`src/rtl/swas_pkg.sv`:
```
// Package of the ARQ sender: field widths, codes, payload and control types.
`default_nettype none
package swas_pkg;

    localparam int MAX_PACKETS = 1024;
    localparam int SEQ_W       = 10;
    localparam int CNT_W       = 11;
    localparam int RETRY_W     = 8;
    localparam int CFG_IDX_W   = 2;
    localparam int CNT_LIMIT   = 2047;

    localparam logic [CFG_IDX_W-1:0] CFG_PACKET_COUNT = 2'd0;
    localparam logic [CFG_IDX_W-1:0] CFG_WINDOW_SIZE  = 2'd1;
    localparam logic [CFG_IDX_W-1:0] CFG_MAX_RETRIES  = 2'd2;

    localparam logic [CNT_W-1:0]   RST_PACKET_COUNT = 11'd1;
    localparam logic [CNT_W-1:0]   RST_WINDOW_SIZE  = 11'd1;
    localparam logic [RETRY_W-1:0] RST_MAX_RETRIES  = 8'd10;

    localparam logic OP_START = 1'b0;
    localparam logic OP_SEND  = 1'b1;

    typedef enum logic [1:0] {
        ST_SEND = 2'd0,
        ST_DONE = 2'd1,
        ST_FAIL = 2'd2
    } t_status;

    typedef enum logic [1:0] {
        PH_IDLE,
        PH_SEND,
        PH_DONE,
        PH_FAIL
    } t_phase;

    typedef enum logic [2:0] {
        S_CLEAR,
        S_IDLE,
        S_MISS,
        S_SLIDE,
        S_EMIT
    } t_state;

    typedef struct packed {
        logic             op;
        logic             ack_valid;
        logic [SEQ_W-1:0] ack_seq;
    } t_req;

    typedef struct packed {
        logic [SEQ_W-1:0] send_seq;
        logic [SEQ_W-1:0] window_base;
        logic [SEQ_W-1:0] window_last;
        t_status          status;
        logic             retransmit;
        logic             bad_ack;
    } t_rsp;

    typedef struct packed {
        logic [CFG_IDX_W-1:0] index;
        logic [CNT_W-1:0]     value;
    } t_cfg_req;

    typedef struct packed {
        logic [CNT_W-1:0]   pc;
        logic [CNT_W-1:0]   ws;
        logic [RETRY_W-1:0] max_retries;
    } t_cfg;

    function automatic int pc_limit(input int max_packets);
        return (max_packets < CNT_LIMIT) ? max_packets : CNT_LIMIT;
    endfunction

endpackage
`default_nettype wire

```
`src/rtl/swas_ackmem.sv`:
```
// Acknowledgement map: one-bit synchronous memory, one write and one read port.
`default_nettype none
module swas_ackmem #(
    parameter int DEPTH = swas_pkg::MAX_PACKETS,
    parameter int AW    = $clog2(DEPTH)
) (
    input  wire logic          i_clk,
    input  wire logic          i_we,
    input  wire logic [AW-1:0] i_waddr,
    input  wire logic          i_wdata,
    input  wire logic [AW-1:0] i_raddr,
    output logic               o_rdata
);

    logic r_mem [DEPTH];

    always_ff @(posedge i_clk) begin
        if (i_we) begin
            r_mem[i_waddr] <= i_wdata;
        end
        o_rdata <= r_mem[i_raddr];
    end

endmodule
`default_nettype wire

```
`config.mk`:
```
export PLATFORM = sky130hd
export DESIGN_NAME = swas_ackmem
export DESIGN_NICKNAME = d
export VERILOG_FILES = /design/src/rtl/swas_pkg.sv /design/src/rtl/swas_ackmem.sv
export SDC_FILE = /design/constraint.sdc
export NUM_CORES = 1
export LEC_CHECK = 0
export BUFFER_PORTS_ARGS = -buffer_cell sky130_fd_sc_hd__buf_2
export CAP_MARGIN = 15
export CORE_MARGIN = 1
export CORE_UTILIZATION = 25
export DETAILED_ROUTE_END_ITERATION = 6
export PLACE_DENSITY = 0.37
export SYNTH_ARGS = -nofsm -noshare
export SYNTH_HDL_FRONTEND = slang
export SYNTH_SLANG_ARGS = --single-unit
```
`constraint.sdc`:
```
create_clock -name i_clk -period 3.01 [get_ports i_clk]
set_input_delay 0.4515 -clock i_clk [delete_from_list [all_inputs] [get_ports i_clk]]
set_output_delay 0.4515 -clock i_clk [all_outputs]
set_load 0.03 [all_outputs]
```
==> impl_metrics.toml <==
[detailed_routing]
drc_errors = 0
first_pass_iters = 5
wl_met3_microns = 5300
wire_per_inst_microns = 27.6
postRouteWirelength_microns = 157000
routed_via_density = 4.79
vias = 27200
dr.first_iter.drc_count = 2334
wl_met2_microns = 76300
final_antenna_net_count = 0
top_layer = "met4"
wl_met1_microns = 72400

[pwr]
p_comb_share_pct = 6.4
power_density_mw_per_mm2 = 587
power_frac_seq_pct = 50.5
clkPwrFrac_pct = 43.1
power.internal_w = 0.0239
p_leak_nw = 16.0
switching_share_pct = 23.2
p_sw_w = 0.00724
peakVddDrop_mv = 0.459

[critical_path]
crit_fanout = 15
crit_type = "input pin to register"
reg2regPathDepth = 9
worstSetupEndpointType = "register"
ff2ff_setup_slack_ps = 210
required_ps = 3610
reg2reg_from = "r_mem[25]"
r2r-end = "o_rdata"
worstSetupStartpointType = "input pin"
arrival_ps = 3480

[yosys]
ys_warn_count = 0
postSynthAreaPerCell_sq_um = 14.3
synth_top_area_share_pct = 68.9
synth_edf_count = 1024
synth.yosys.seq_area_share_pct = 68.9
synthesis.area_sq_mm = 0.0447
synth_cell_types = 56
synth_area_leaders = "edfxtp_1, mux4_2, nor2_1"
ys_ff_latch = 1025
synth_top_area_cell = "edfxtp_1"
synth_flop_cell = "edfxtp_1"
syn_inst = 3112
async_flop_share_pct = 0
syn_nets = 3135

[floorplan]
start_util_pct = 25.3
rows = 154
die_x_microns = 425
core_area_sq_mm = 0.177
die_h_microns = 425
ios = 24
die-area_sq_mm = 0.180

[cells_and_area]
utilization_pct = 30.0
syn2layout_area_growth_pct = 18.8
drive_gt1_share_pct = 21.1
fin_nets = 3274
n_fill_cell = 17800

[clock_tree]
cts_tree = "yes"
clkLatencyLatePin_ps = 740
cts_buffers = 118
cts.hold.buffers_added = 0
root_buffer = "clkbuf_16"
cts_sinks = 1025
clockBufferDepth = 3
cts.reportedPaths.clkPinSlew_ps = 60
cts-htree-levels = 3
cts_resized = 0
post_cts_buffers = 0

[timing]
rsz0062_at_grt = "false"
finalHoldViolations = 0
final-setup-viol-count = 0
max_freq_mhz = 348
tns_ps = 0
tightest_slew_ps = 1030
slew_headroom_pct = 31.3
clock_skew_ps = 23.3
period_needed_ps = 2870
fin_crit_sh_pct = 95.4
slew_violations = 0

[grt]
track_usage_pct = 17.3
overflow = 0
grt_pass1_vias = 27700
antenna_found_initial = 6
grt_pass1_wl_microns = 220000
grt_max_degree = 106

[place]
hpwlAfterDp_microns = 87700
place.port_buffers = 23
routabilityCongestion = 0.767

[flow_run]
maxCapViolations = 0

[min_path]
min_from = "i_wdata"
hold_class = "input pin to register"
hold_depth = 1
holdPathEnd = "r_mem[1015]"

[run_status]
status = "completed"
[cell type report]
type / instances / area (sq um) / share of cell area, %
flip-flops and latches: 1025 / 30800 / 58.0
multi-input cells: 1778 / 12600 / 23.8
repair buffers: 322 / 3200 / 6.04
clock buffers: 156 / 3140 / 5.91
well taps: 2340 / 2930 / 5.52
clock inverters: 57 / 360 / 0.679
inverters: 6 / 22.5 / 0.0424
diodes: 1 / 2.50 / 0.00471
[cells in the final DEF, fill, tap and decap left out, drive strengths merged, types with 3 or more instances in the layout]
| cell | netlist | layout |
|---|---|---|
| mux4 | 214 | 214 |
| o21ai | 13 | 13 |
| edfxtp | 1024 | 1024 |
| nand2b | 8 | 8 |
| nor3 | 37 | 37 |
| clkinv | 2 | 53 |
| a22oi | 17 | 17 |
| buf | 114 | 322 |
| nand4 | 10 | 10 |
| a211oi | 4 | 4 |
| nand3 | 37 | 37 |
| a2111oi | 6 | 6 |
| nor2 | 1036 | 1036 |
| a21oi | 37 | 37 |
| nor4 | 5 | 5 |
| and2 | 6 | 6 |
| a311oi | 3 | 3 |
| and3b | 3 | 3 |
| o22ai | 28 | 28 |
| mux2 | 3 | 3 |
| inv | 4 | 8 |
| nor2b | 11 | 11 |
| clkbuf | 189 | 156 |
| mux2i | 123 | 123 |
| nand2 | 86 | 86 |
| a31oi | 4 | 4 |
| o221ai | 49 | 49 |
| nor3b | 8 | 8 |
| and3 | 4 | 4 |
| a22o | 4 | 4 |
[synth_stat cells, types with 13 or more instances]
cell type / n
o221ai_1: 49
nand2_1: 86
buf_2: 19
mux2i_1: 123
mux4_2: 200
a21oi_1: 37
clkbuf_1: 186
nor2_1: 1036
buf_1: 57
buf_6: 18
mux4_1: 14
o22ai_1: 28
nand3_1: 37
a22oi_1: 17
edfxtp_1: 1024
nor3_1: 37
buf_4: 13
[power groups by stage]
stage | Clock [W] | Sequential, W | Combinational, W
floorplan | 0 | 0.0160 | 0.000909
global placement | 0 | 0.0160 | 0.00203
detailed placement | 0 | 0.0160 | 0.00203
CTS | 0.0138 | 0.0157 | 0.00203
global route | 0.0142 | 0.0157 | 0.00211
finish | 0.0134 | 0.0157 | 0.00199
[worst max-delay path, cell delays in order]
cell       delay (ps)
buf_8             190
buf_12            230
buf_4             200
mux4_2            490
a22o_1            240
a221oi_1          240
o21ai_0           190
nor3_1            490
buf_4             220
a311oi_1           60
nor4_1            240
o2111ai_1         150
[stage by stage]
step / instances / hold slack, ps / cell area, sq um / total power, W / worst slack [ps]
after floorplan: 3112 / 550 / 44700 / 0.0169 / 285
after global placement: 5471 / 938 / 49600 / 0.0181 / -695
after detailed placement: 5471 / 926 / 49600 / 0.0180 / -631
after CTS: 5684 / 97.9 / 53100 / 0.0315 / 158
after global routing: 5684 / 117 / 53100 / 0.0321 / 86.7
final: 5685 / 135 / 53100 / 0.0311 / 139
[worst max path at each step]
stage,from,to,slack [ps],cells after the start
floorplan,i_raddr[0],o_rdata,280,10
global placement,i_raddr[0],o_rdata,-700,12
detailed placement,i_raddr[0],o_rdata,-630,13
CTS,i_raddr[0],o_rdata,160,12
global route,i_raddr[0],o_rdata,90,12
finish,i_raddr[0],o_rdata,140,12
[registers in the layout, summed over array words and instances (netlist names)]
signal	count
o_rdata	1
r_mem	1024
[routing by layer]
| layer | global-route usage (%) | up-vias |
|---|---|---|
| met2 | 28.8 | 512 |
| li1 | - | 11800 |
| met5 | 0 | - |
| met3 | 2.07 | 166 |
| met1 | 24.0 | 14700 |
| met4 | 3.57 | 0 |
[cells by family after synthesis]
logic type / Yosys count / share of synthesized area [%]
AND/OR/NAND/NOR: 1260 / 11.2
flip-flops: 1025 / 68.9
multiplexers: 340 / 13.7
AO/OA/AOI/OAI: 178 / 2.83
buffers and inverters: 309 / 3.30
Power figures use the tool's default switching activity.
